--- src/rtl/core/priority_output_command_arbiter_defines.svh ---
// Assertion helpers for the arbiter, which checks its own logic.
`ifndef PRIORITY_OUTPUT_COMMAND_ARBITER_DEFINES_SVH
`define PRIORITY_OUTPUT_COMMAND_ARBITER_DEFINES_SVH

// Same-cycle implication, checked outside reset.
`define POCA_ASSERT_NOW(lbl, clk, rst, ante, cons, msg) \
   lbl: assert property (@(posedge clk) disable iff (rst) (ante) |-> (cons)) else $error(msg);

// Next-cycle implication, checked outside reset.
`define POCA_ASSERT_NEXT(lbl, clk, rst, ante, cons, msg) \
   lbl: assert property (@(posedge clk) disable iff (rst) (ante) |=> (cons)) else $error(msg);

`endif

--- src/rtl/core/poca_pkg.sv ---
package poca_pkg;

   localparam int OUT_MAX = 16;
   localparam int OUT_W = 4;

   localparam logic [2:0] FUNC_SUBMIT = 3'd0;
   localparam logic [2:0] FUNC_RELINQUISH = 3'd1;
   localparam logic [2:0] FUNC_EXPIRE = 3'd2;
   localparam logic [2:0] FUNC_QUERY = 3'd3;
   localparam logic [2:0] FUNC_OBSERVE = 3'd4;

   localparam logic [1:0] STATUS_OK = 2'd0;
   localparam logic [1:0] STATUS_INVALID = 2'd1;
   localparam logic [1:0] STATUS_FULL = 2'd2;
   localparam logic [1:0] STATUS_NOT_FOUND = 2'd3;

   localparam logic [4:0] PRIO_MAX = 5'd16;
   localparam logic [63:0] TIME_NEVER = 64'h8000_0000_0000_0000;

   // Stored part of a command slot; the used flag lives in flip-flops.
   typedef struct packed {
      logic        val;
      logic [15:0] src;
      logic [4:0]  prio;
      logic [3:0]  out;
   } slot_type;

   localparam int SLOT_W = $bits(slot_type);

   typedef struct packed {
      logic [2:0]         func;
      logic [4:0]         output_index;
      logic [4:0]         priority_req;
      logic [15:0]        src_id;
      logic [15:0]        corr_id;
      logic               cmd_value;
      logic signed [63:0] issue_ms;
      logic signed [63:0] expiry_ms;
      logic signed [63:0] now_ms;
      logic [15:0]        observed_outputs;
   } req_type;

endpackage

--- src/rtl/core/poca_if.sv ---
interface poca_req_if;
   logic               valid;
   logic               ready;
   logic [2:0]         func;
   logic [4:0]         output_index;
   logic [4:0]         priority_req;
   logic [15:0]        src_id;
   logic [15:0]        corr_id;
   logic               cmd_value;
   logic signed [63:0] issue_ms;
   logic signed [63:0] expiry_ms;
   logic signed [63:0] now_ms;
   logic [15:0]        observed_outputs;

   modport source (output valid, func, output_index, priority_req, src_id, corr_id,
      cmd_value, issue_ms, expiry_ms, now_ms, observed_outputs, input ready);
   modport sink (input valid, func, output_index, priority_req, src_id, corr_id,
      cmd_value, issue_ms, expiry_ms, now_ms, observed_outputs, output ready);
endinterface

interface poca_rsp_if;
   logic        valid;
   logic        ready;
   logic [1:0]  status;
   logic        is_effective;
   logic [15:0] drive_outputs;
   logic        drive_write;
   logic [31:0] rejected_count;
   logic [31:0] accepted_count;
   logic [31:0] relinquished_count;
   logic [31:0] expired_count;

   modport source (output valid, status, is_effective, drive_outputs, drive_write,
      rejected_count, accepted_count, relinquished_count, expired_count, input ready);
   modport sink (input valid, status, is_effective, drive_outputs, drive_write,
      rejected_count, accepted_count, relinquished_count, expired_count, output ready);
endinterface

--- src/rtl/core/poca_ram.sv ---
module poca_ram #(
   parameter int WIDTH = 8,
   parameter int DEPTH = 16
) (
   input  logic                                     clock,
   input  logic                                     we,
   input  logic [(DEPTH > 1 ? $clog2(DEPTH) : 1)-1:0] waddr,
   input  logic [WIDTH-1:0]                         wdata,
   input  logic [(DEPTH > 1 ? $clog2(DEPTH) : 1)-1:0] raddr,
   output logic [WIDTH-1:0]                         rdata
);
   logic [WIDTH-1:0] mem [DEPTH];

   always_ff @(posedge clock) begin
      if (we) begin
         mem[waddr] <= wdata;
      end
      rdata <= mem[raddr];
   end
endmodule

--- src/rtl/core/priority_output_command_arbiter.sv ---
// Channel   Port    Direction  Carries
// request   req_ch  in         one operation (submit, relinquish, expiry, query, observe)
// response  rsp_ch  out        status, query answer, output bitmap, write strobe, counters
//
// A submit, relinquish or expiry that changes the table runs, from one request transfer to the
// next, a check step, a modifying pass and a winner pass over all SLOT_COUNT slots each, a
// finish step and the idle state that takes the next request. Query and observe skip the
// modifying pass; a full table, a relinquish that finds nothing and an expiry that frees
// nothing skip the winner pass. Requests rejected at the check go straight to the finish
// step. Each pass reads one slot per cycle from the slot memories. Reset is synchronous and
// clears every slot at once through the per-slot used flags. A stalled response blocks only
// the finish of the following operation; its scan still runs.
`include "priority_output_command_arbiter_defines.svh"

module priority_output_command_arbiter #(
   parameter int OUTPUT_COUNT = 16,
   parameter int SLOT_COUNT = 16
) (
   input logic         clock,
   input logic         reset,
   poca_req_if.sink    req_ch,
   poca_rsp_if.source  rsp_ch
);
   localparam int AW = (SLOT_COUNT > 1) ? $clog2(SLOT_COUNT) : 1;
   localparam int CW = $clog2(SLOT_COUNT + 1);
   localparam logic [CW-1:0] SCAN_END = CW'(SLOT_COUNT);
   localparam logic [15:0] OUT_MASK = 16'((32'd1 << OUTPUT_COUNT) - 32'd1);

   // Sequencer states.
   localparam logic [2:0] S_IDLE = 3'd0;
   localparam logic [2:0] S_CHECK = 3'd1;
   localparam logic [2:0] S_MODIFY = 3'd2;
   localparam logic [2:0] S_WINNER = 3'd3;
   localparam logic [2:0] S_FINISH = 3'd4;

   logic [2:0]             state_ff, state_in;
   poca_pkg::req_type      cur_ff, cur_in;
   logic [SLOT_COUNT-1:0]  used_ff, used_in;
   logic [CW-1:0]          cnt_ff, cnt_in;
   logic                   rd_valid_ff, rd_valid_in;
   logic [AW-1:0]          rd_idx_ff, rd_idx_in;
   logic                   match_ff, match_in;
   logic [AW-1:0]          match_idx_ff, match_idx_in;
   logic                   free_ff, free_in;
   logic [AW-1:0]          free_idx_ff, free_idx_in;
   logic                   any_ff, any_in;
   logic [15:0]            has_ff, has_in;
   logic [4:0]             best_prio_ff [poca_pkg::OUT_MAX];
   logic [4:0]             best_prio_in [poca_pkg::OUT_MAX];
   logic [15:0]            best_val_ff, best_val_in;
   logic [15:0]            q_src_ff, q_src_in;
   logic [15:0]            base_ff, base_in;
   logic [15:0]            cmd_ff, cmd_in;
   logic                   cv_ff, cv_in;
   logic [31:0]            rej_ff, rej_in;
   logic [31:0]            acc_ff, acc_in;
   logic [31:0]            rel_ff, rel_in;
   logic [31:0]            exp_ff, exp_in;
   logic [1:0]             status_ff, status_in;
   logic                   eff_ff, eff_in;
   logic                   wrote_ff, wrote_in;

   logic                   rsp_valid_ff, rsp_valid_in;
   logic [1:0]             rsp_status_ff, rsp_status_in;
   logic                   rsp_eff_ff, rsp_eff_in;
   logic [15:0]            rsp_drive_ff, rsp_drive_in;
   logic                   rsp_write_ff, rsp_write_in;
   logic [31:0]            rsp_rej_ff, rsp_rej_in;
   logic [31:0]            rsp_acc_ff, rsp_acc_in;
   logic [31:0]            rsp_rel_ff, rsp_rel_in;
   logic [31:0]            rsp_exp_ff, rsp_exp_in;

   // Slot memory ports.
   logic                   ram_we;
   logic [AW-1:0]          ram_waddr;
   poca_pkg::slot_type     info_wdata, info_rd;
   logic [63:0]            exp_rd;

   logic                   req_accept;
   logic                   out_ok;
   logic                   submit_bad;
   logic                   relinq_bad;
   logic [15:0]            eff_bm;

   assign req_ch.ready = (state_ff == S_IDLE);
   assign req_accept = req_ch.valid && req_ch.ready;

   poca_ram #(.WIDTH(poca_pkg::SLOT_W), .DEPTH(SLOT_COUNT)) u_info_ram (
      .clock (clock),
      .we    (ram_we),
      .waddr (ram_waddr),
      .wdata (info_wdata),
      .raddr (cnt_ff[AW-1:0]),
      .rdata (info_rd)
   );

   poca_ram #(.WIDTH(64), .DEPTH(SLOT_COUNT)) u_expiry_ram (
      .clock (clock),
      .we    (ram_we),
      .waddr (ram_waddr),
      .wdata (cur_ff.expiry_ms),
      .raddr (cnt_ff[AW-1:0]),
      .rdata (exp_rd)
   );

   assign ram_waddr = match_ff ? match_idx_ff : free_idx_ff;
   assign info_wdata = '{val: cur_ff.cmd_value, src: cur_ff.src_id,
                         prio: cur_ff.priority_req, out: cur_ff.output_index[3:0]};

   assign out_ok = (32'(cur_ff.output_index) < 32'(OUTPUT_COUNT));
   assign submit_bad = !out_ok || (cur_ff.priority_req == 5'd0) ||
                       (cur_ff.priority_req > poca_pkg::PRIO_MAX) ||
                       (cur_ff.src_id == 16'd0) || (cur_ff.corr_id == 16'd0) ||
                       (cur_ff.issue_ms > cur_ff.now_ms) ||
                       ((cur_ff.expiry_ms != poca_pkg::TIME_NEVER) &&
                        (cur_ff.expiry_ms <= cur_ff.now_ms));
   assign relinq_bad = !out_ok || (cur_ff.now_ms == poca_pkg::TIME_NEVER);

   // Effective bitmap: the baseline with every commanded output overridden by its winner.
   always_comb begin
      for (int o = 0; o < poca_pkg::OUT_MAX; o++) begin
         eff_bm[o] = has_ff[o] ? best_val_ff[o] : base_ff[o];
      end
   end

   always_comb begin
      logic scan_done;
      logic [3:0] so;
      state_in = state_ff;
      cur_in = cur_ff;
      used_in = used_ff;
      cnt_in = cnt_ff;
      rd_valid_in = 1'b0;
      rd_idx_in = rd_idx_ff;
      match_in = match_ff;
      match_idx_in = match_idx_ff;
      free_in = free_ff;
      free_idx_in = free_idx_ff;
      any_in = any_ff;
      has_in = has_ff;
      best_prio_in = best_prio_ff;
      best_val_in = best_val_ff;
      q_src_in = q_src_ff;
      base_in = base_ff;
      cmd_in = cmd_ff;
      cv_in = cv_ff;
      rej_in = rej_ff;
      acc_in = acc_ff;
      rel_in = rel_ff;
      exp_in = exp_ff;
      status_in = status_ff;
      eff_in = eff_ff;
      wrote_in = wrote_ff;
      ram_we = 1'b0;
      rsp_valid_in = rsp_valid_ff && !rsp_ch.ready;
      rsp_status_in = rsp_status_ff;
      rsp_eff_in = rsp_eff_ff;
      rsp_drive_in = rsp_drive_ff;
      rsp_write_in = rsp_write_ff;
      rsp_rej_in = rsp_rej_ff;
      rsp_acc_in = rsp_acc_ff;
      rsp_rel_in = rsp_rel_ff;
      rsp_exp_in = rsp_exp_ff;
      scan_done = (cnt_ff == SCAN_END) && !rd_valid_ff;
      so = info_rd.out;

      // Both passes issue one read per cycle; the data returns in the next cycle.
      if ((state_ff == S_MODIFY || state_ff == S_WINNER) && cnt_ff != SCAN_END) begin
         rd_valid_in = 1'b1;
         rd_idx_in = cnt_ff[AW-1:0];
         cnt_in = cnt_ff + CW'(1);
      end

      case (state_ff)
         S_IDLE: begin
            if (req_accept) begin
               cur_in = '{func: req_ch.func, output_index: req_ch.output_index,
                          priority_req: req_ch.priority_req, src_id: req_ch.src_id,
                          corr_id: req_ch.corr_id,
                          cmd_value: req_ch.cmd_value, issue_ms: req_ch.issue_ms,
                          expiry_ms: req_ch.expiry_ms, now_ms: req_ch.now_ms,
                          observed_outputs: req_ch.observed_outputs};
               state_in = S_CHECK;
            end
         end
         S_CHECK: begin
            status_in = poca_pkg::STATUS_OK;
            eff_in = 1'b0;
            wrote_in = 1'b0;
            match_in = 1'b0;
            free_in = 1'b0;
            any_in = 1'b0;
            has_in = '0;
            cnt_in = '0;
            case (cur_ff.func)
               poca_pkg::FUNC_SUBMIT: begin
                  if (submit_bad) begin
                     status_in = poca_pkg::STATUS_INVALID;
                     rej_in = rej_ff + 32'd1;
                     state_in = S_FINISH;
                  end else begin
                     state_in = S_MODIFY;
                  end
               end
               poca_pkg::FUNC_RELINQUISH: begin
                  if (relinq_bad) begin
                     status_in = poca_pkg::STATUS_INVALID;
                     state_in = S_FINISH;
                  end else begin
                     state_in = S_MODIFY;
                  end
               end
               poca_pkg::FUNC_EXPIRE: state_in = S_MODIFY;
               poca_pkg::FUNC_QUERY, poca_pkg::FUNC_OBSERVE: state_in = S_WINNER;
               default: begin
                  status_in = poca_pkg::STATUS_INVALID;
                  state_in = S_FINISH;
               end
            endcase
         end
         S_MODIFY: begin
            if (rd_valid_ff) begin
               case (cur_ff.func)
                  poca_pkg::FUNC_SUBMIT: begin
                     if (used_ff[rd_idx_ff] && so == cur_ff.output_index[3:0] &&
                         info_rd.prio == cur_ff.priority_req &&
                         info_rd.src == cur_ff.src_id && !match_ff) begin
                        match_in = 1'b1;
                        match_idx_in = rd_idx_ff;
                     end
                     if (!used_ff[rd_idx_ff] && !free_ff) begin
                        free_in = 1'b1;
                        free_idx_in = rd_idx_ff;
                     end
                  end
                  poca_pkg::FUNC_RELINQUISH: begin
                     if (used_ff[rd_idx_ff] && so == cur_ff.output_index[3:0] &&
                         info_rd.src == cur_ff.src_id) begin
                        used_in[rd_idx_ff] = 1'b0;
                        any_in = 1'b1;
                     end
                  end
                  default: begin
                     if (used_ff[rd_idx_ff] && exp_rd != poca_pkg::TIME_NEVER &&
                         cur_ff.now_ms >= $signed(exp_rd)) begin
                        used_in[rd_idx_ff] = 1'b0;
                        any_in = 1'b1;
                        exp_in = exp_ff + 32'd1;
                     end
                  end
               endcase
            end else if (scan_done) begin
               cnt_in = '0;
               state_in = S_WINNER;
               case (cur_ff.func)
                  poca_pkg::FUNC_SUBMIT: begin
                     if (match_ff || free_ff) begin
                        ram_we = 1'b1;
                        used_in[ram_waddr] = 1'b1;
                        acc_in = acc_ff + 32'd1;
                     end else begin
                        status_in = poca_pkg::STATUS_FULL;
                        rej_in = rej_ff + 32'd1;
                        state_in = S_FINISH;
                     end
                  end
                  poca_pkg::FUNC_RELINQUISH: begin
                     if (any_ff) begin
                        rel_in = rel_ff + 32'd1;
                     end else begin
                        status_in = poca_pkg::STATUS_NOT_FOUND;
                        state_in = S_FINISH;
                     end
                  end
                  default: begin
                     if (!any_ff) begin
                        state_in = S_FINISH;
                     end
                  end
               endcase
            end
         end
         S_WINNER: begin
            if (rd_valid_ff) begin
               // Strictly lower priority replaces, so the earlier slot keeps a tie.
               if (used_ff[rd_idx_ff] && (!has_ff[so] || info_rd.prio < best_prio_ff[so])) begin
                  has_in[so] = 1'b1;
                  best_prio_in[so] = info_rd.prio;
                  best_val_in[so] = info_rd.val;
                  if (so == cur_ff.output_index[3:0]) begin
                     q_src_in = info_rd.src;
                  end
               end
            end else if (scan_done) begin
               state_in = S_FINISH;
               case (cur_ff.func)
                  poca_pkg::FUNC_QUERY: begin
                     eff_in = out_ok && has_ff[cur_ff.output_index[3:0]] &&
                              (q_src_ff == cur_ff.src_id);
                  end
                  poca_pkg::FUNC_OBSERVE: begin
                     if (!cv_ff) begin
                        base_in = cur_ff.observed_outputs;
                        cmd_in = cur_ff.observed_outputs;
                        cv_in = 1'b1;
                     end else begin
                        base_in = (base_ff & ~(OUT_MASK & ~has_ff)) |
                                  (cur_ff.observed_outputs & OUT_MASK & ~has_ff);
                     end
                  end
                  default: begin
                     if (!(cv_ff && eff_bm == cmd_ff)) begin
                        cmd_in = eff_bm;
                        cv_in = 1'b1;
                        wrote_in = 1'b1;
                     end
                  end
               endcase
            end
         end
         S_FINISH: begin
            if (!rsp_valid_ff || rsp_ch.ready) begin
               rsp_valid_in = 1'b1;
               rsp_status_in = status_ff;
               rsp_eff_in = eff_ff;
               rsp_drive_in = cmd_ff;
               rsp_write_in = wrote_ff;
               rsp_rej_in = rej_ff;
               rsp_acc_in = acc_ff;
               rsp_rel_in = rel_ff;
               rsp_exp_in = exp_ff;
               state_in = S_IDLE;
            end
         end
         default: state_in = S_IDLE;
      endcase
   end

   always_ff @(posedge clock) begin
      if (reset) begin
         state_ff <= S_IDLE;
         used_ff <= '0;
         cnt_ff <= '0;
         rd_valid_ff <= 1'b0;
         base_ff <= '0;
         cmd_ff <= '0;
         cv_ff <= 1'b0;
         rej_ff <= '0;
         acc_ff <= '0;
         rel_ff <= '0;
         exp_ff <= '0;
         rsp_valid_ff <= 1'b0;
      end else begin
         state_ff <= state_in;
         used_ff <= used_in;
         cnt_ff <= cnt_in;
         rd_valid_ff <= rd_valid_in;
         base_ff <= base_in;
         cmd_ff <= cmd_in;
         cv_ff <= cv_in;
         rej_ff <= rej_in;
         acc_ff <= acc_in;
         rel_ff <= rel_in;
         exp_ff <= exp_in;
         rsp_valid_ff <= rsp_valid_in;
      end
      cur_ff <= cur_in;
      rd_idx_ff <= rd_idx_in;
      match_ff <= match_in;
      match_idx_ff <= match_idx_in;
      free_ff <= free_in;
      free_idx_ff <= free_idx_in;
      any_ff <= any_in;
      has_ff <= has_in;
      best_prio_ff <= best_prio_in;
      best_val_ff <= best_val_in;
      q_src_ff <= q_src_in;
      status_ff <= status_in;
      eff_ff <= eff_in;
      wrote_ff <= wrote_in;
      rsp_status_ff <= rsp_status_in;
      rsp_eff_ff <= rsp_eff_in;
      rsp_drive_ff <= rsp_drive_in;
      rsp_write_ff <= rsp_write_in;
      rsp_rej_ff <= rsp_rej_in;
      rsp_acc_ff <= rsp_acc_in;
      rsp_rel_ff <= rsp_rel_in;
      rsp_exp_ff <= rsp_exp_in;
   end

   assign rsp_ch.valid = rsp_valid_ff;
   assign rsp_ch.status = rsp_status_ff;
   assign rsp_ch.is_effective = rsp_eff_ff;
   assign rsp_ch.drive_outputs = rsp_drive_ff;
   assign rsp_ch.drive_write = rsp_write_ff;
   assign rsp_ch.rejected_count = rsp_rej_ff;
   assign rsp_ch.accepted_count = rsp_acc_ff;
   assign rsp_ch.relinquished_count = rsp_rel_ff;
   assign rsp_ch.expired_count = rsp_exp_ff;

   // A write strobe always leaves a valid commanded bitmap behind it.
   `POCA_ASSERT_NOW(a_write_needs_valid, clock, reset, rsp_valid_ff && rsp_write_ff, cv_ff, "drive write without valid bitmap")
   // Returned read data belongs to one of the two scan passes.
   `POCA_ASSERT_NOW(a_read_in_scan, clock, reset, rd_valid_ff, state_ff == S_MODIFY || state_ff == S_WINNER, "slot read outside a scan")
   // A request transfer always starts the check step.
   `POCA_ASSERT_NEXT(a_accept_checks, clock, reset, req_accept, state_ff == S_CHECK, "accepted request not checked")
endmodule
--- src/flat_wrapper.sv ---
// flat-port wrapper written by rule: the top's interface ports become plain ports
module priority_output_command_arbiter_flat 
#(
   parameter int OUTPUT_COUNT = 16,
   parameter int SLOT_COUNT = 16
)
  (clock, reset, req_ch_valid, req_ch_func, req_ch_output_index, req_ch_priority_req, req_ch_src_id, req_ch_corr_id, req_ch_cmd_value, req_ch_issue_ms, req_ch_expiry_ms, req_ch_now_ms, req_ch_observed_outputs, req_ch_ready, rsp_ch_valid, rsp_ch_status, rsp_ch_is_effective, rsp_ch_drive_outputs, rsp_ch_drive_write, rsp_ch_rejected_count, rsp_ch_accepted_count, rsp_ch_relinquished_count, rsp_ch_expired_count, rsp_ch_ready);
  poca_req_if req_ch_i ();
  poca_rsp_if rsp_ch_i ();
  input logic clock;
  input logic reset;
  input wire logic [$bits(req_ch_i.valid)-1:0] req_ch_valid;
  input wire logic [$bits(req_ch_i.func)-1:0] req_ch_func;
  input wire logic [$bits(req_ch_i.output_index)-1:0] req_ch_output_index;
  input wire logic [$bits(req_ch_i.priority_req)-1:0] req_ch_priority_req;
  input wire logic [$bits(req_ch_i.src_id)-1:0] req_ch_src_id;
  input wire logic [$bits(req_ch_i.corr_id)-1:0] req_ch_corr_id;
  input wire logic [$bits(req_ch_i.cmd_value)-1:0] req_ch_cmd_value;
  input wire logic [$bits(req_ch_i.issue_ms)-1:0] req_ch_issue_ms;
  input wire logic [$bits(req_ch_i.expiry_ms)-1:0] req_ch_expiry_ms;
  input wire logic [$bits(req_ch_i.now_ms)-1:0] req_ch_now_ms;
  input wire logic [$bits(req_ch_i.observed_outputs)-1:0] req_ch_observed_outputs;
  output wire logic [$bits(req_ch_i.ready)-1:0] req_ch_ready;
  output wire logic [$bits(rsp_ch_i.valid)-1:0] rsp_ch_valid;
  output wire logic [$bits(rsp_ch_i.status)-1:0] rsp_ch_status;
  output wire logic [$bits(rsp_ch_i.is_effective)-1:0] rsp_ch_is_effective;
  output wire logic [$bits(rsp_ch_i.drive_outputs)-1:0] rsp_ch_drive_outputs;
  output wire logic [$bits(rsp_ch_i.drive_write)-1:0] rsp_ch_drive_write;
  output wire logic [$bits(rsp_ch_i.rejected_count)-1:0] rsp_ch_rejected_count;
  output wire logic [$bits(rsp_ch_i.accepted_count)-1:0] rsp_ch_accepted_count;
  output wire logic [$bits(rsp_ch_i.relinquished_count)-1:0] rsp_ch_relinquished_count;
  output wire logic [$bits(rsp_ch_i.expired_count)-1:0] rsp_ch_expired_count;
  input wire logic [$bits(rsp_ch_i.ready)-1:0] rsp_ch_ready;
  assign req_ch_i.valid = req_ch_valid;
  assign req_ch_i.func = req_ch_func;
  assign req_ch_i.output_index = req_ch_output_index;
  assign req_ch_i.priority_req = req_ch_priority_req;
  assign req_ch_i.src_id = req_ch_src_id;
  assign req_ch_i.corr_id = req_ch_corr_id;
  assign req_ch_i.cmd_value = req_ch_cmd_value;
  assign req_ch_i.issue_ms = req_ch_issue_ms;
  assign req_ch_i.expiry_ms = req_ch_expiry_ms;
  assign req_ch_i.now_ms = req_ch_now_ms;
  assign req_ch_i.observed_outputs = req_ch_observed_outputs;
  assign req_ch_ready = req_ch_i.ready;
  assign rsp_ch_valid = rsp_ch_i.valid;
  assign rsp_ch_status = rsp_ch_i.status;
  assign rsp_ch_is_effective = rsp_ch_i.is_effective;
  assign rsp_ch_drive_outputs = rsp_ch_i.drive_outputs;
  assign rsp_ch_drive_write = rsp_ch_i.drive_write;
  assign rsp_ch_rejected_count = rsp_ch_i.rejected_count;
  assign rsp_ch_accepted_count = rsp_ch_i.accepted_count;
  assign rsp_ch_relinquished_count = rsp_ch_i.relinquished_count;
  assign rsp_ch_expired_count = rsp_ch_i.expired_count;
  assign rsp_ch_i.ready = rsp_ch_ready;
  priority_output_command_arbiter #(.OUTPUT_COUNT(OUTPUT_COUNT), .SLOT_COUNT(SLOT_COUNT)) u_core (.clock(clock), .reset(reset), .req_ch(req_ch_i), .rsp_ch(rsp_ch_i));
endmodule
--- config.mk ---
export PLATFORM = sky130hd
export DESIGN_NAME = priority_output_command_arbiter_flat
export DESIGN_NICKNAME = d
export VERILOG_FILES = /design/src/rtl/core/poca_pkg.sv /design/src/rtl/core/poca_if.sv /design/src/rtl/core/poca_ram.sv /design/src/rtl/core/priority_output_command_arbiter.sv /design/src/flat_wrapper.sv
export VERILOG_INCLUDE_DIRS = /design/src /design/src/rtl/core
export SDC_FILE = /design/constraint.sdc
export NUM_CORES = 2
export LEC_CHECK = 0
export BUFFER_PORTS_ARGS = -buffer_cell sky130_fd_sc_hd__buf_2
export CORE_MARGIN = 5
export CORE_UTILIZATION = 25
export DETAILED_ROUTE_END_ITERATION = 8
export GPL_ROUTABILITY_DRIVEN = 1
export PLACE_DENSITY = 0.49
export SETUP_SLACK_MARGIN = 0.02
export SYNTH_ARGS = -nofsm -noshare
export SYNTH_HDL_FRONTEND = slang
export SYNTH_SLANG_ARGS = --single-unit
--- constraint.sdc ---
create_clock -name clock -period 18 [get_ports clock]
set_input_delay 0.9 -clock clock [delete_from_list [all_inputs] [get_ports clock]]
set_output_delay 0.9 -clock clock [all_outputs]
set_load 0.01 [all_outputs]
### After elaboration in Yosys (flattened, before gate mapping)

Memories as Yosys holds them, arrays and structs flattened. A register that Yosys moved wholly into a read port is not among the register bits.
Index checks and enable logic that the tools add are counted.

| cells by class | value |
|---|---|
| reduce and logical (&&, ||, !) cells | 75 |
| $add $sub $neg | 5 |
| $mul | 0 |
| shifts and indexed selects | 0 |
| div/mod/pow operators | 0 |
| bitwise gates (word level) | 13 |
| eq/ne operators | 47 |
| mux-type cells | 116 |
| order comparisons | 15 |

Operator list:

| cell | number |
|---|---|
| $mux 32 | 6 |
| $mux 16 | 11 |
| $add 32x1->32 const B | 4 |
| $ne 64x64->1 const B | 2 |
| $pmux 16 s2 | 3 |
| $bwmux 80 | 1 |
| $eq 64x64->1 const B | 1 |
| $ge 64x64->1 | 1 |
| $gt 64x64->1 | 1 |
| $le 64x64->1 | 1 |
| $pmux 32 s2 | 1 |
| $mux 1 | 50 |
| $and 16x16->16 | 3 |
| $eq 16x16->1 | 3 |
| $not 16->16 | 3 |
| $or 16x16->16 | 3 |
| $mux 3 | 11 |
| $logic_not 16->1 | 2 |
| $reduce_and 4->1 | 8 |
| $mux 5 | 6 |
| $ne 2x2->1 const B | 15 |
| $reduce_and 5->1 | 5 |
| $logic_and 1x1->1 | 21 |
| $ne 3x3->1 const B | 7 |
| other kinds (42) | 102 |

| storage, ports and cells | value |
|---|---|
| memories | 2 |
| word-level logic and storage cells | 331 |
| register bits | 736 |
| RAM bits | 1,440 |
| input port bits | 258 |
| ROM bits | 0 |
| bits in latches | 0 |

Memory list:

| memory | depth | width | rd ports | clocked after Yosys merged registers in | wr ports | RTL line | text |
|---|---|---|---|---|---|---|---|
| u_core.u_expiry_ram.mem | 16 | 64 | 1 | 1 | 1 | poca_ram.sv:12 | `logic [WIDTH-1:0] mem [DEPTH];` |
| u_core.u_info_ram.mem | 16 | 26 | 1 | 1 | 1 | poca_ram.sv:12 |  |

### Logic depth before layout (Yosys ltp)

| depth | value |
|---|---|
| depth in word-level cells | 11 |
| mapped depth | 17 |
| depth with buffers taken out | 13 |

### Hierarchy

A second synthesis with hierarchy kept.

| unflattened totals | value |
|---|---|
| cells, all modules | 4,910 |
| area, all modules | 88,911.5 um2 |

By module, submodules not included:

| module | instances | cells each | area an instance (um2) |
|---|---|---|---|
| poca_ram (u_core.u_expiry_ram) | 1 | 1,647 | 39,583.0 |
| priority_output_command_arbiter | 1 | 2,577 | 32,951.6 |
| poca_ram (u_core.u_info_ram) | 1 | 686 | 16,377.0 |

### Worst setup path after synthesis

No wires, ideal clock.

| path | value |
|---|---|
| path kind | input to register |
| from | input rsp_ch_ready |
| to | register u_core.rsp_acc_ff[0], in the netlist u_core.rsp_ch.accepted_count[0], enable pin |
| data arrival time | 7,110 ps |
| data required time | 17,343 ps |
| cell stages on the path | 2 |
| path buffers | 0 |
| path slack | 10,233 ps |
| cell sequence | nor2b_1 -> nor2_1 |

| between the ends | value |
|---|---|
| longest elaborated chain between the ends | 2 |

RTL lines:

| element | RTL line | text |
|---|---|---|
| start, declared | flat_wrapper.sv:33 | `input wire logic [$bits(rsp_ch_i.ready)-1:0] rsp_ch_ready;` |
| $logic_or 1x1->1 | priority_output_command_arbiter.sv:322 | `if (!rsp_valid_ff \|\| rsp_ch.ready) begin` |
| $reduce_and 2->1 (no line) | -- |  |
| end signal, assigned | priority_output_command_arbiter.sv:386 | `rsp_acc_ff <= rsp_acc_in;` |
| end, declared | priority_output_command_arbiter.sv:69 | `logic [31:0] rsp_acc_ff, rsp_acc_in;` |

No other way between the ends.
A chain may end at the register's enable or synchronous reset.

### Worst setup path after layout

| path | value |
|---|---|
| from | register u_core.cur_ff[143] (netlist name) |
| to | register u_core.rej_ff[5] |

| between the ends | value |
|---|---|
| longest elaborated chain between the ends | 5 |
| elaborated cells between the ends (all ways) | 6 |
| those cells by class | order compare (1); eq/ne (2); reduce/logical (3) |

RTL lines:

| element | RTL line | text |
|---|---|---|
| start, declared | priority_output_command_arbiter.sv:37 | `poca_pkg::req_type cur_ff, cur_in;` |
| start signal, assigned | priority_output_command_arbiter.sv:367 | `cur_ff <= cur_in;` |
| $le 64x64->1 or $ne 64x64->1 (tied branches) | priority_output_command_arbiter.sv:116, priority_output_command_arbiter.sv:115 |  |
| $logic_and 1x1->1 (*) | priority_output_command_arbiter.sv:115 | `((cur_ff.expiry_ms != poca_pkg::TIME_NEVER) &&` |
| $logic_or 1x1->1 (*) | priority_output_command_arbiter.sv:114 | `(cur_ff.issue_ms > cur_ff.now_ms) \|\|` |
| $ne 2x1->1 (no line) (*) | -- |  |
| $reduce_and 7->1 (no line) (*) | -- |  |
| end signal, assigned | priority_output_command_arbiter.sv:361 | `rej_ff <= rej_in;` |
| end, declared | priority_output_command_arbiter.sv:55 | `logic [31:0] rej_ff, rej_in;` |

Every way passes the cells marked *; elsewhere a longest branch is shown, timed or not.

==> impl_metrics.py <==
metrics = {
    "worst_setup_path": {
        "path_buf_inv": 0,
        "path_max_fanout": 18,
        "reg2regPathDepth": 12,
        "r2r_end": "u_core.rej_ff[5]$_SDFFE_PP0P_",
        "start_kind": "flop",
        "cp_slowest_stage_delay_ns": 1.18,
        "crit_type": "flop to flop",
        "slowest_stage": "nor4_1",
        "cp.required_ns": 18.74,
        "crit_path_end_kind": "flop",
        "cp_num_cells": 12,
        "cp_top_family": "simple AND/OR/NAND/NOR gates",
        "cp-endpoint": "u_core.rej_ff[5]$_SDFFE_PP0P_",
        "path_cells": "ha_1 -> nand4_1 -> nor4_1 -> nand3_1 -> a311oi_1 -> nor4_1 -> and3_1 -> o21bai_1 -> a31oi_4 -> o21ai_1 -> nor2_1 -> mux2_2",
        "cp.arrival_ns": 6.69,
        "crit_path_start": "u_core.cur_ff[143]$_DFFE_PP_",
        "reg2reg_slack_ns": 12.05,
        "crit_top_cell": "nor4_1",
        "r2r_start": "u_core.cur_ff[143]$_DFFE_PP_",
    },
    "placed_design": {
        "place_congestion": 0.816,
        "hpwl_mm": 157,
        "port_buffers": 407,
    },
    "global_route": {
        "gr-total-overflow": 0,
        "antenna_found_initial": 43,
        "grt_pass1_wl_mm": 365,
        "grt_pass1_vias": 47500,
        "grt_use_total_pct": 13.8,
        "grt_max_degree": 125,
    },
    "clock_tree": {
        "clock_latency_ns": 0.91,
        "cts_sinks": 2266,
        "cts_resized": 0,
        "cts.htree.levels": 5,
        "cts-buffers-inserted": 263,
        "clk_path_buf_depth": 4,
        "cts_root_buffer": "clkbuf_16",
        "clk_pin_slew_ns": 0.06,
        "ctsHoldBuffers": 0,
        "cts_tree": "yes",
        "postCtsSetupBuffers": 0,
    },
    "timing": {
        "rsz0062_at_grt": "false",
        "hold_viol": 0,
        "max_freq_ghz": 0.168,
        "period_share_pct": 33.0,
        "tightest_slew_ns": 1.44,
        "slew_headroom_pct": 2.90,
        "drv_slew": 0,
        "fin_crit_ns": 5.95,
        "setup_viol": 0,
        "finalClockSkew_ns": 0.107,
        "final.setup.tns_ns": 0,
    },
    "synthesis": {
        "ys_seq_elements": 2266,
        "synth_top_cells_by_area": "edfxtp_1, mux4_2, dfxtp_1",
        "synth_common_cells": "edfxtp_1, mux4_2, dfxtp_1",
        "synth_top_area_share_pct": 67.6,
        "ys_types": 73,
        "netlist_area_um2": 88300,
        "synthesis.nets": 5155,
        "synth_edf_count": 1989,
        "synthArstFlopShare_pct": 0,
        "synthCells": 4694,
        "yosysSeqAreaShare_pct": 73.9,
        "avgSynthCellArea_um2": 18.8,
        "yosysTopAreaCell": "edfxtp_1",
        "yosys_most_used_dff": "edfxtp_1",
        "synth_warnings": 0,
        "synth.most_common_cell": "edfxtp_1",
    },
    "floorplanning": {
        "core_region_area_um2": 352000,
        "dieWidth_um": 604,
        "rows": 218,
        "initial_core_util_pct": 25.1,
        "die-area_um2": 365000,
        "dieHeight_um": 604,
        "ios": 408,
    },
    "drt": {
        "drt_iter0_markers": 4186,
        "wl_per_cell_um": 25.4,
        "route.vias.total": 46700,
        "wl_mm": 260,
        "ant_nets": 0,
        "vias_per_cell": 4.57,
        "first_pass_iters": 5,
        "remaining_drc_errors": 0,
    },
    "power_and_ir_drop": {
        "leakage_nw": 33.8,
        "max-vdd-ir-drop_mv": 0.0652,
        "powerDensity_nw_per_um2": 114,
    },
    "finish": {
        "fill_cells": 34700,
        "area_growth_pct": 19.2,
        "nets": 5734,
        "final_util_pct": 29.9,
        "drive_gt1_share_pct": 25.6,
    },
    "hold_path": {
        "hp-class": "input pin to flop",
    },
    "status": {
        "outcome": "finished clean",
    },
    "run": {
        "drv_cap": 0,
    },
}
==> flip-flops by register name (all words and copies together), names as in the netlist, 4 cells and up, named ones only <==
signal and flops:
u_core.u_expiry_ram.mem 1024, u_core.u_info_ram.mem 416, u_core.cur_ff 254, u_core.best_prio_ff 80
u_core.u_expiry_ram.rdata 64, u_core.acc_ff 32, u_core.exp_ff 32, u_core.rej_ff 32
u_core.rel_ff 32, u_core.rsp_ch.accepted_count 32, u_core.rsp_ch.expired_count 32, u_core.rsp_ch.rejected_count 32
u_core.rsp_ch.relinquished_count 32, u_core.u_info_ram.rdata 26, u_core.best_val_ff 16, u_core.cmd_ff 16
u_core.has_ff 16, u_core.q_src_ff 16, u_core.rsp_ch.drive_outputs 16, u_core.used_ff 16
u_core.cnt_ff 5, u_core.free_idx_ff 4, u_core.match_idx_ff 4, u_core.rd_idx_ff 4
==> power by group <==
group,internal [W],leakage (nW),switching (W)
clock network,0.00325,4.25,0.00216
logic,0.000209,9.26,0.000322
registers,0.00587,20.3,0.000188
==> routing by layer <==
| metal | global-route usage [%] | share of wire [%] | wire [um] |
|---|---|---|---|
| met1 | 18.7 | 43 | 113000 |
| met2 | 23.0 | 48 | 126000 |
| met3 | 2.37 | 5.7 | 14900 |
| met4 | 3.39 | 2.5 | 6490 |
| met5 | 0 | 0.013 | 34 |
==> how the worst min path moves through the flow <==
stage                                                       to  depth (start not counted)                           from
after global placement    u_core.rsp_ch.is_effective$_DFFE_PP_                          0        u_core.eff_ff$_DFFE_PP_
after detailed placement     u_core.rsp_ch.status[1]$_DFFE_PP_                          0  u_core.status_ff[1]$_DFFE_PP_
final                             u_core.cur_ff[165]$_DFFE_PP_                          1            req_ch_issue_ms[21]
after CTS                         u_core.cur_ff[165]$_DFFE_PP_                          1            req_ch_issue_ms[21]
after global routing              u_core.cur_ff[172]$_DFFE_PP_                          1            req_ch_issue_ms[28]
after floorplan            u_core.rsp_ch.drive_write$_DFFE_PP_                          0      u_core.wrote_ff$_DFFE_PP_
==> cells by family (layout without fill, tap and decap cells) <==
kind of cell,after synthesis,after routing,share of synthesized area (%)
buffers and inverters,334,1127,1.45
adders and majority gates,203,203,2.88
other,0,9,0
muxes,531,531,13.0
DFF,2266,2266,73.9
and+or+nand+nor,844,844,4.88
AOI/OAI and AO/OA,373,373,2.53
xor gates and xnor gates,143,143,1.42
==> stage by stage <==
| stage | power [W] | setup WS (ns) | hold WS, ns | cells | area [um2] |
|---|---|---|---|---|---|
| CTS | 0.0122 | 12.25 | 0.0859 | 10200 | 105000 |
| global placement | 0.00670 | 12.21 | 0.410 | 9738 | 96600 |
| floorplan | 0.00641 | 10.23 | 0.400 | 4694 | 88300 |
| detailed placement | 0.00671 | 12.32 | 0.413 | 9738 | 96600 |
| finish | 0.0120 | 12.05 | 0.184 | 10200 | 105000 |
| global route | 0.0124 | 11.69 | 0.137 | 10200 | 105000 |
==> cell type report <==
| type | count | area (um2) | share of cell area (%) |
|---|---|---|---|
| Tap cell | 4730 | 5920 | 5.62 |
| Antenna cell | 9 | 22.5 | 0.0214 |
| Sequential cell | 2266 | 65300 | 62.0 |
| Clock inverter | 116 | 1350 | 1.29 |
| Timing Repair Buffer | 484 | 2810 | 2.67 |
| Inverter | 164 | 616 | 0.584 |
| Clock buffer | 363 | 7380 | 7.01 |
| Multi-Input combinational cell | 2094 | 22000 | 20.8 |
==> cell usage in the layout (no fill, tap or decap), types with 48 or more instances in the layout <==
cell type / instances
edfxtp_1: 1989
mux4_2: 490
buf_2: 406
clkbuf_16: 274
dfxtp_1: 272
ha_1: 203
nor2_1: 190
nand2_1: 173
inv_1: 164
a21oi_1: 159
xnor2_1: 90
nor4_1: 84
o21ai_0: 79
nand4_1: 79
nand3_1: 71
clkbuf_1: 70
buf_4: 62
xor2_1: 53
nor2b_1: 48
Power figures use the tool's default switching activity.
